File: config.mk
export PLATFORM = sky130hd
export DESIGN_NAME = one_wire_temperature_reader
export DESIGN_NICKNAME = d
export VERILOG_FILES = /design/src/sv/owtr_pkg.sv /design/src/sv/one_wire_temperature_reader.sv
export VERILOG_INCLUDE_DIRS = /design/src /design/src/sv
export SDC_FILE = /design/constraint.sdc
export NUM_CORES = 1
export LEC_CHECK = 0
export BUFFER_PORTS_ARGS = -buffer_cell sky130_fd_sc_hd__buf_2
export CAP_MARGIN = 20
export CORE_MARGIN = 2
export CORE_UTILIZATION = 55
export CTS_CLUSTER_SIZE = 30
export DETAILED_ROUTE_END_ITERATION = 10
export GPL_ROUTABILITY_DRIVEN = 0
export GPL_TIMING_DRIVEN = 0
export PLACE_DENSITY = 0.74
export SLEW_MARGIN = 20
export SYNTH_ARGS = -nofsm -noshare
export SYNTH_HDL_FRONTEND = slang
export SYNTH_SLANG_ARGS = --single-unit
File: constraint.sdc
create_clock -name aclk -period 5.5 [get_ports aclk]
set_input_delay 0.275 -clock aclk [delete_from_list [all_inputs] [get_ports aclk]]
set_output_delay 0.275 -clock aclk [all_outputs]
set_load 0.005 [all_outputs]
File: src/sv/one_wire_temperature_reader_defines.svh
// ----------------------------------------------------------------------------
// One-wire temperature reader assertion macros
// Implication checks, same-cycle and next-cycle, sampled on the rising edge.
// ----------------------------------------------------------------------------
`ifndef ONE_WIRE_TEMPERATURE_READER_DEFINES_SVH
`define ONE_WIRE_TEMPERATURE_READER_DEFINES_SVH

`ifndef NO_ASSERTIONS
`define OWTR_ASSERT_IMPLIES(label, clk, rstn, ante, cons) \
    label: assert property (@(posedge clk) disable iff (!(rstn)) (ante) |-> (cons)) \
        else $error("assertion failed: ante implies cons");
`define OWTR_ASSERT_NEXT(label, clk, rstn, ante, cons) \
    label: assert property (@(posedge clk) disable iff (!(rstn)) (ante) |=> (cons)) \
        else $error("assertion failed: ante implies cons on the next edge");
`else
`define OWTR_ASSERT_IMPLIES(label, clk, rstn, ante, cons)
`define OWTR_ASSERT_NEXT(label, clk, rstn, ante, cons)
`endif

`endif

File: src/sv/owtr_pkg.sv
// ----------------------------------------------------------------------------
// One-wire temperature reader package
// Command bytes, register indexes, port widths and the result layout.
// ----------------------------------------------------------------------------
package owtr_pkg;

    localparam int CFG_DATA_W = 20;
    localparam int CFG_ADDR_W = 3;
    localparam int S_TDATA_W  = 8;
    localparam int M_TDATA_W  = 24;

    localparam logic [7:0] CMD_SKIP_ROM   = 8'hCC;
    localparam logic [7:0] CMD_CONVERT    = 8'h44;
    localparam logic [7:0] CMD_READ_SCRPD = 8'hBE;

    localparam logic [7:0] CMD_BYTES [0:3] = '{
        CMD_SKIP_ROM, CMD_CONVERT, CMD_SKIP_ROM, CMD_READ_SCRPD
    };

    typedef enum logic [CFG_ADDR_W-1:0] {
        REG_RESET_LOW     = 3'd0,
        REG_PRESENCE_WAIT = 3'd1,
        REG_PRESENCE_REC  = 3'd2,
        REG_SLOT          = 3'd3,
        REG_LOW_PULSE     = 3'd4,
        REG_SAMPLE_DELAY  = 3'd5,
        REG_CONVERT_WAIT  = 3'd6
    } cfg_reg_t;

    typedef struct packed {
        logic [3:0]  pad;
        logic        no_presence;
        logic [15:0] temperature_word;
        logic        done_res;
        logic        busy_res;
        logic        drive_low;
    } result_t;

endpackage

File: src/sv/one_wire_temperature_reader.sv
// ----------------------------------------------------------------------------
// One-wire temperature reader
// Bus master sequencer running reset, skip-ROM, convert, wait, reset,
// skip-ROM, read-scratchpad and a two-byte read, one item per bus tick.
// Result: each accepted item yields one registered result item.
// Throughput: 1 item per cycle while the output is not stalled by m_tready;
// the sequencer state register closes the loop. Reset: aresetn synchronous,
// active low; idle state, defaults in timing regs.
`include "one_wire_temperature_reader_defines.svh"

module one_wire_temperature_reader #(
    parameter int COUNTER_WIDTH   = 20,
    parameter int PRE_RESET_TICKS = 15
) (
    input  logic                                aclk,
    input  logic                                aresetn,
    input  logic                                cfg_wr_en,
    input  logic [owtr_pkg::CFG_ADDR_W-1:0]     cfg_addr,
    input  logic [owtr_pkg::CFG_DATA_W-1:0]     cfg_wdata,
    input  logic                                s_tvalid,
    output logic                                s_tready,
    input  logic [owtr_pkg::S_TDATA_W-1:0]      s_tdata,  // start_req, bus_level
    output logic                                m_tvalid,
    input  logic                                m_tready,
    // drive_low, busy_res, done_res, temperature_word[15:0], no_presence
    output logic [owtr_pkg::M_TDATA_W-1:0]      m_tdata
);

    localparam int CW    = COUNTER_WIDTH;
    localparam int CMP_W = ((CW > 20) ? CW : 20) + 1;

    typedef enum logic [3:0] {
        PH_IDLE, PH_PRE, PH_RLOW, PH_RWAIT, PH_RREC,
        PH_WBIT, PH_WREC, PH_CONV, PH_RBIT, PH_DONE
    } phase_t;

    logic [11:0] rlow_reg, pwait_reg, prec_reg, slot_reg;
    logic [3:0]  lowp_reg, samp_reg;
    logic [19:0] conv_reg;

    phase_t      phase_reg, phase_next;
    logic [2:0]  cmd_idx_reg, cmd_idx_next;
    logic [2:0]  bit_idx_reg, bit_idx_next;
    logic [7:0]  shift_reg, shift_next;
    logic [CW-1:0] tick_reg, tick_next;
    logic [15:0] temp_reg, temp_next;
    logic        pmiss_reg, pmiss_next;

    owtr_pkg::result_t res_reg, res_next;
    logic        m_tvalid_reg;

    logic             accept;
    logic             start_req, bus_level;
    logic [CMP_W-1:0] tick_ext, tn;
    logic             end_tick;
    logic [4:0]       sp_sum;
    logic [11:0]      sp;
    logic             idle_no_start;

    assign start_req = s_tdata[0];
    assign bus_level = s_tdata[1];
    assign s_tready  = aresetn && (!m_tvalid_reg || m_tready);
    assign accept    = s_tvalid && s_tready;
    assign m_tvalid  = m_tvalid_reg;
    assign m_tdata   = res_reg;

    assign idle_no_start = accept && (phase_reg == PH_IDLE) && !start_req;

    assign tick_ext = CMP_W'(tick_reg);
    assign sp_sum   = {1'b0, lowp_reg} + {1'b0, samp_reg};
    assign sp       = ({7'd0, sp_sum} > slot_reg) ? slot_reg : {7'd0, sp_sum};

    always_comb begin
        unique case (phase_reg)
            PH_PRE:   tn = CMP_W'(PRE_RESET_TICKS);
            PH_RLOW:  tn = CMP_W'(rlow_reg);
            PH_RWAIT: tn = CMP_W'(pwait_reg);
            PH_RREC:  tn = CMP_W'(prec_reg);
            PH_WBIT:  tn = CMP_W'(slot_reg) + CMP_W'(1);
            PH_RBIT:  tn = CMP_W'(slot_reg) + CMP_W'(1);
            PH_WREC:  tn = CMP_W'(slot_reg);
            PH_CONV:  tn = CMP_W'(conv_reg);
            default:  tn = CMP_W'(1);
        endcase
        end_tick = (tick_ext + CMP_W'(1) >= tn) || (tick_reg == {CW{1'b1}});
    end

    always_comb begin
        phase_next   = phase_reg;
        cmd_idx_next = cmd_idx_reg;
        bit_idx_next = bit_idx_reg;
        shift_next   = shift_reg;
        tick_next    = end_tick ? '0 : tick_reg + CW'(1);
        temp_next    = temp_reg;
        pmiss_next   = pmiss_reg;

        res_next                  = '0;
        res_next.busy_res         = (phase_reg != PH_IDLE) && (phase_reg != PH_DONE);
        res_next.drive_low        = 1'b0;
        res_next.done_res         = (phase_reg == PH_DONE);
        res_next.temperature_word = (phase_reg == PH_DONE) ? temp_reg : 16'd0;

        unique case (phase_reg)
            PH_IDLE: begin
                tick_next = tick_reg;
                if (start_req) begin
                    pmiss_next   = 1'b0;
                    cmd_idx_next = '0;
                    phase_next   = PH_PRE;
                    tick_next    = '0;
                end
            end
            PH_PRE: begin
                if (end_tick) phase_next = PH_RLOW;
            end
            PH_RLOW: begin
                res_next.drive_low = 1'b1;
                if (end_tick) phase_next = PH_RWAIT;
            end
            PH_RWAIT: begin
                if (end_tick) phase_next = PH_RREC;
            end
            PH_RREC: begin
                if (tick_reg == '0 && bus_level) pmiss_next = 1'b1;
                if (end_tick) begin
                    shift_next   = owtr_pkg::CMD_BYTES[cmd_idx_reg[1:0]];
                    bit_idx_next = '0;
                    phase_next   = PH_WBIT;
                end
            end
            PH_WBIT: begin
                res_next.drive_low = (tick_ext < CMP_W'(slot_reg))
                    && ((tick_ext < CMP_W'(lowp_reg)) || !shift_reg[0]);
                if (end_tick) begin
                    shift_next = {1'b0, shift_reg[7:1]};
                    if (bit_idx_reg == 3'd7) begin
                        phase_next = PH_WREC;
                    end else begin
                        bit_idx_next = bit_idx_reg + 3'd1;
                    end
                end
            end
            PH_WREC: begin
                if (end_tick) begin
                    if (cmd_idx_reg == 3'd1) begin
                        cmd_idx_next = 3'd2;
                        phase_next   = PH_CONV;
                    end else if (cmd_idx_reg >= 3'd3) begin
                        cmd_idx_next = 3'd4;
                        bit_idx_next = '0;
                        shift_next   = '0;
                        phase_next   = PH_RBIT;
                    end else begin
                        cmd_idx_next = cmd_idx_reg + 3'd1;
                        shift_next   = owtr_pkg::CMD_BYTES[cmd_idx_next[1:0]];
                        bit_idx_next = '0;
                        phase_next   = PH_WBIT;
                    end
                end
            end
            PH_CONV: begin
                if (end_tick) phase_next = PH_PRE;
            end
            PH_RBIT: begin
                res_next.drive_low = (tick_ext < CMP_W'(slot_reg))
                    && (tick_ext < CMP_W'(lowp_reg));
                if (tick_ext == CMP_W'(sp)) shift_next = {bus_level, shift_reg[7:1]};
                if (end_tick) begin
                    if (bit_idx_reg != 3'd7) begin
                        bit_idx_next = bit_idx_reg + 3'd1;
                    end else if (cmd_idx_reg == 3'd4) begin
                        temp_next    = {temp_reg[15:8], shift_next};
                        cmd_idx_next = 3'd5;
                        bit_idx_next = '0;
                        shift_next   = '0;
                    end else begin
                        temp_next  = {shift_next, temp_reg[7:0]};
                        phase_next = PH_DONE;
                    end
                end
            end
            default: begin
                cmd_idx_next = '0;
                bit_idx_next = '0;
                tick_next    = '0;
                phase_next   = PH_IDLE;
            end
        endcase

        res_next.no_presence = pmiss_next;
    end

    always_ff @(posedge aclk) begin
        if (!aresetn) begin
            rlow_reg     <= 12'd800;
            pwait_reg    <= 12'd100;
            prec_reg     <= 12'd50;
            slot_reg     <= 12'd55;
            lowp_reg     <= 4'd1;
            samp_reg     <= 4'd1;
            conv_reg     <= 20'd10000;
            phase_reg    <= PH_IDLE;
            cmd_idx_reg  <= '0;
            bit_idx_reg  <= '0;
            shift_reg    <= '0;
            tick_reg     <= '0;
            temp_reg     <= '0;
            pmiss_reg    <= 1'b0;
            m_tvalid_reg <= 1'b0;
        end else begin
            if (cfg_wr_en) begin
                unique case (cfg_addr)
                    owtr_pkg::REG_RESET_LOW:     rlow_reg  <= cfg_wdata[11:0];
                    owtr_pkg::REG_PRESENCE_WAIT: pwait_reg <= cfg_wdata[11:0];
                    owtr_pkg::REG_PRESENCE_REC:  prec_reg  <= cfg_wdata[11:0];
                    owtr_pkg::REG_SLOT:          slot_reg  <= cfg_wdata[11:0];
                    owtr_pkg::REG_LOW_PULSE:     lowp_reg  <= cfg_wdata[3:0];
                    owtr_pkg::REG_SAMPLE_DELAY:  samp_reg  <= cfg_wdata[3:0];
                    owtr_pkg::REG_CONVERT_WAIT:  conv_reg  <= cfg_wdata[19:0];
                    default: ;
                endcase
            end
            if (accept) begin
                phase_reg   <= phase_next;
                cmd_idx_reg <= cmd_idx_next;
                bit_idx_reg <= bit_idx_next;
                shift_reg   <= shift_next;
                tick_reg    <= tick_next;
                temp_reg    <= temp_next;
                pmiss_reg   <= pmiss_next;
            end
            if (accept) begin
                m_tvalid_reg <= 1'b1;
            end else if (m_tready) begin
                m_tvalid_reg <= 1'b0;
            end
        end
    end

    always_ff @(posedge aclk) begin
        if (accept) begin
            res_reg <= res_next;
        end
    end

    `OWTR_ASSERT_IMPLIES(a_done_not_busy, aclk, aresetn, m_tvalid && m_tdata[2], !m_tdata[1])
    `OWTR_ASSERT_IMPLIES(a_drive_only_busy, aclk, aresetn, m_tvalid && m_tdata[0], m_tdata[1])
    `OWTR_ASSERT_IMPLIES(a_cmd_range, aclk, aresetn, 1'b1, cmd_idx_reg <= 3'd5)
    `OWTR_ASSERT_NEXT(a_idle_no_start, aclk, aresetn, idle_no_start, phase_reg == PH_IDLE)

endmodule
# After elaboration in Yosys (flattened, before gate mapping)
# Index checks and enable logic that the tools add are counted.
# Widths: inputs -> output; s select.
[word_totals]
ff_bits = 152
input_bits = 36
out_inout_bits = 26
word_cells = 172
[op_classes]
n_addsub = 6
n_lt_le_gt_ge = 7
n_eq_ne = 38
mux = 59
bitwise_logic = 6
n_reduce_logical = 35
[op_table]
columns = ["op", "n"]
rows = [
  ["$pmux 20 s7", 1],
  ["$mux 8", 13],
  ["$mux 4", 14],
  ["$mux 3", 15],
  ["$mux 20", 2],
  ["$pmux 20 s2", 1],
  ["$pmux 4 s9", 1],
  ["$bmux 8 s2", 2],
  ["$pmux 8 s4", 1],
  ["$ne 2x2->1 const B", 15],
  ["$add 20x1->21 const B", 1],
  ["$ge 21x21->1", 1],
  ["$add 20x1->20 const B", 1],
  ["$eq 20x12->1", 1],
  ["$eq 20x20->1 const B", 1],
  ["$logic_not 20->1", 1],
  ["$lt 20x12->1", 1],
  ["$lt 20x4->1", 1],
  ["$eq 4x3->1 const B", 4],
  ["$reduce_and 2->1", 8],
  ["$eq 3x3->1 const B", 5],
  ["$pmux 3 s5", 1],
  ["$add 12x1->13 const B", 1],
  ["$reduce_and 13->1", 1],
  ["34 further kinds", 58],
]

# Logic depth before layout (Yosys ltp)
[logic_depth]
word_depth = 9
mapped_depth = 20
mapped_depth_nobuf = 16

# Least setup slack after synthesis
# No wires, ideal clock.
[synth_timing]
kind = "reg-to-reg"
startpoint = "reg phase_reg[2]"
endpoint = "reg temp_reg[15]"
setup_ns = 0.070
t_arrival_ns = 3.908
required_time_ns = 5.430
slack_ns = 1.522
path_stages_with_launch = 19
path_buffers = 4
period_less_slack_ns = 3.978
path_cell_list = "dfxtp_1 > clkbuf_1 > clkbuf_1 > mux2_2 > nand2_1 > o21ai_0 > a222oi_1 > a21boi_0 > ha_1 > nand4_1 > nor4_1 > a2111oi_0 > o221ai_1 > nor2_1 > buf_2 > nor4_2 > clkbuf_1 > o21ai_0 > a21oi_1"
[synth_between]
elab_chain_len = 6
word_cells_on_any_way = 13
cone_classes = "order compare: 1; eq/ne: 8; mux: 1; reduce/logical: 3"
[synth_lines]
columns = ["element", "line_no", "text"]
rows = [
  ["start: declaration", "one_wire_temperature_reader.sv:41", "phase_t phase_reg, phase_next;"],
  ["start signal: assignment", "one_wire_temperature_reader.sv:224", "phase_reg <= phase_next;"],
  ["$eq 4x4->1 / $eq 4x3->1 (equally long branches)", "one_wire_temperature_reader.sv:74, one_wire_temperature_reader.sv:103", ""],
  ["$reduce_or 2->1 (no source line)", "n/a", ""],
  ["$pmux 20 s7", "one_wire_temperature_reader.sv:74", "unique case (phase_reg)"],
  ["$ge 21x21->1", "one_wire_temperature_reader.sv:85", "end_tick = (tick_ext + CMP_W'(1) >= tn) || (tick_reg == {CW{1'b1}});"],
  ["$logic_or 1x1->1", "one_wire_temperature_reader.sv:85", ""],
  ["$reduce_and 5->1 (no source line) *", "n/a", ""],
  ["end signal: assignment", "one_wire_temperature_reader.sv:229", "temp_reg <= temp_next;"],
  ["end: declaration", "one_wire_temperature_reader.sv:46", "logic [15:0] temp_reg, temp_next;"],
]
# Mark *: on every way between the ends. The rest lies on a longest branch, timed or not.
# A chain may end at the register's enable or synchronous reset.

# Final worst setup path
[layout_timing]
startpoint = "reg phase_reg[1]"
endpoint = "reg temp_reg[6]"
# The elaborated chain is that of the path after synthesis.

==> results.cfg <==
[cts]
insertion_delay_ps = 430
clkTransAtPathRegs_ps = 70
numCtsBuffers = 17
cts_tree = built
cts-root-buf = clkbuf_16
cts.sinks = 152
post_cts_buffers = 0
ctsResizeCount = 0
cts_buffer_depth = 2
htreeDepth = 4
hold_buffers = 0

[synth]
synth_edf_count = 20
yosys.area.top_type = dfxtp_1
yosys_warnings = 0
synth.avg_cell_area_um2 = 8.05
synth_top_area_share = 0.311
synthFlopType = dfxtp_1
synth-seq-cells = 152
synth.most_common_cell = nand2_1
synth_common_cells = 202 x nand2_1, 132 x dfxtp_1, 106 x a21oi_1
synth-seq-area-share = 0.382
synth.distinct_cells = 69
netlist_instances = 1055
synth_area_mm2 = 0.00849
async_reset_ff_frac = 0
synth_area_leaders = dfxtp_1 31%, nand2_1 8.9%, ha_1 8.0%, edfxtp_1 7.1%, a21oi_1 6.2%

[floorplan]
rows = 45
die_w_um = 128
die_y_um = 128
die_area_mm2 = 0.0164
initial_core_util = 0.561
ios = 62
core_area_mm2 = 0.0151

[placement]
numPortBuffers = 50
hpwl_um = 17100
place_inst = 1296

[global_route]
antenna_found_initial = 0
overflow = 0
grt_max_degree = 27
grt_pass1_vias = 7446
grt_first_pass_wirelength_um = 38400
track_usage = 0.298

[run_status]
outcome = finished clean

[critical_path]
path_cells = clkbuf_1 -> nand2b_1 -> nor3_1 -> clkbuf_1 -> a22oi_1 -> nand2_1 -> nor2_1 -> ha_1 -> nand4_1 -> nor4_1 -> a2111oi_0 -> o221ai_1 -> nor2_1 -> buf_2 -> nor4_2 -> o21ai_0 -> a21oi_1
r2r_slack_ps = 610
critPathCaptureType = register
slowest_delay_ps = 730
crit_required_ps = 5870
worstSetupPathType = reg2reg
startpoint_type = register
reg2reg_depth = 17
timing.rr.end = temp_reg[6]
rr_startpoint = phase_reg[1]
crit_fanout = 10
crit_slowest_cell = nor4_2
worstPathArrival_ps = 5260

[sta]
max_freq_ghz = 0.204
finalHoldViolations = 0
rsz0062_at_grt = no
fin_crit_ps = 4890
skew_ps = 7.64
setup_viol_count_final = 0
timing.slew.headroom = 0.387
worstMarginPinSlew_ps = 911
timing.final.crit_share = 0.890
final_max_slew_viol_count = 0
tns_ps = 0

[detailed_routing]
antenna_left = 0
avgViaCountPerCell = 6.05
drt-pass1-iter-count = 6
drcViolationCount = 0
post_drt_wl_per_cell_um = 17.6
wirelength_um = 23400
vias = 8033
first_iter_violations = 1036

[hold_path]
hold_end = conv_reg[13]
hold_depth = 3
hp-start = cfg_wdata[13]
min_path_type = in2reg

[cells_and_area]
instances_no_fill = 1328
antennaDiodeCount = 0
fillers = 1353
regArea_mm2 = 0.00324
syn_to_final_growth_pct = 13.6
multi_input_area_mm2 = 0.00490
finalNetCount = 1218
drive_gt1_frac = 0.104

[power_and_ir_drop]
pwr-share-seq = 0.451
finalPower_mw = 2.57
clockPowerShare = 0.477
p_leak_nw = 3.91
swShare = 0.248
p_switching_mw = 0.638
peakVddDrop_uv = 313
powerDensity_mw_per_mm2 = 267
internal_power_mw = 1.93
comb_power_share = 0.072

[job]
drv_cap = 0
worst max-delay path by stage:
stage | slack, ps | start | cells past startpoint | to
floorplan | 1520 | phase_reg[2] | 18 | temp_reg[15]
global placement | 30 | phase_reg[3] | 16 | temp_reg[5]
detailed placement | 290 | phase_reg[2] | 19 | temp_reg[14]
CTS | 190 | phase_reg[2] | 19 | temp_reg[14]
global route | 20 | phase_reg[0] | 19 | temp_reg[14]
finish | 610 | phase_reg[1] | 17 | temp_reg[6]
per-layer routing:
layer | part of all wire | global-route usage | wire (um)
met3 | 0.085 | 0.0534 | 1990
met2 | 0.46 | 0.475 | 10700
met5 | 0 | 0 | 0
met4 | 0.027 | 0.112 | 643
met1 | 0.43 | 0.403 | 10100
power groups by stage:
| stage | Sequential [mW] | Clock, mW | Combinational (mW) |
|---|---|---|---|
| after floorplan | 1.18 | 0 | 0.114 |
| after global placement | 1.18 | 0 | 0.178 |
| after detailed placement | 1.18 | 0 | 0.180 |
| after CTS | 1.16 | 1.23 | 0.182 |
| after global routing | 1.16 | 1.28 | 0.206 |
| final | 1.16 | 1.23 | 0.186 |
layout make-up:
cell class	count	share of cell area
Multi-Input combinational cell	812	0.508
Sequential cell	152	0.336
Clock buffer	17	0.0441
Buffer	64	0.0294
Timing Repair Buffer	50	0.0259
Tap cell	188	0.0244
Clock inverter	15	0.0197
Inverter	30	0.0117
worst max-delay path, delay by kind of cell, from the launching register on:
| family | cells | cell delay (ps) |
|---|---|---|
| AO/OA/AOI/OAI | 5 | 1080 |
| adder cells (fa/ha/maj) | 1 | 290 |
| buffers and inverters | 3 | 1120 |
| flip-flops | 1 | 390 |
| AND/OR/NAND/NOR | 8 | 1960 |
stage by stage:
stage	hold WS (ps)	util	instance area, um2	setup slack (ps)
floorplan	399	-	8500	1520
global placement	442	0.593	8990	26.7
detailed placement	447	0.594	9000	287
CTS	56.2	0.635	9620	188
global route	79.3	0.637	9640	23.2
finish	58.3	0.637	9640	606
kinds of logic (layout without fill, tap and decap cells):
logic type,after synthesis,in the layout,share of synthesized area
flops,152,152,0.382
fa+ha+maj,55,55,0.0819
simple gates,441,441,0.238
xor+xnor,27,27,0.0278
other cells,1,4,0.000442
mux,23,23,0.0273
buf+inv,94,176,0.0460
compound gates,262,262,0.196
layout by cell type (no fill, tap or decap), drive strengths merged, types with 3 or more instances in the layout:
cell | synthesis | final
o211ai | 7 | 7
xnor2 | 15 | 15
nor4 | 14 | 14
conb | 1 | 4
a2111oi | 5 | 5
nand2b | 12 | 12
nor2b | 9 | 9
clkbuf | 49 | 67
bufinv | 0 | 3
dfxtp | 132 | 132
o21a | 5 | 5
a21oi | 106 | 106
ha | 54 | 54
o21ai | 47 | 47
nand2 | 202 | 202
nand3 | 51 | 51
and2 | 19 | 19
a221oi | 4 | 4
or3 | 6 | 6
nand4 | 8 | 8
a211oi | 6 | 6
a21o | 10 | 10
nor2 | 76 | 76
a31oi | 7 | 7
nor3 | 22 | 22
inv | 30 | 36
a22oi | 32 | 32
clkinvlp | 0 | 3
a222oi | 6 | 6
and3 | 11 | 11
buf | 15 | 64
o211a | 8 | 8
xor2 | 12 | 12
mux2i | 22 | 22
clkinv | 0 | 3
edfxtp | 20 | 20
(Power assumes the default switching activity.)
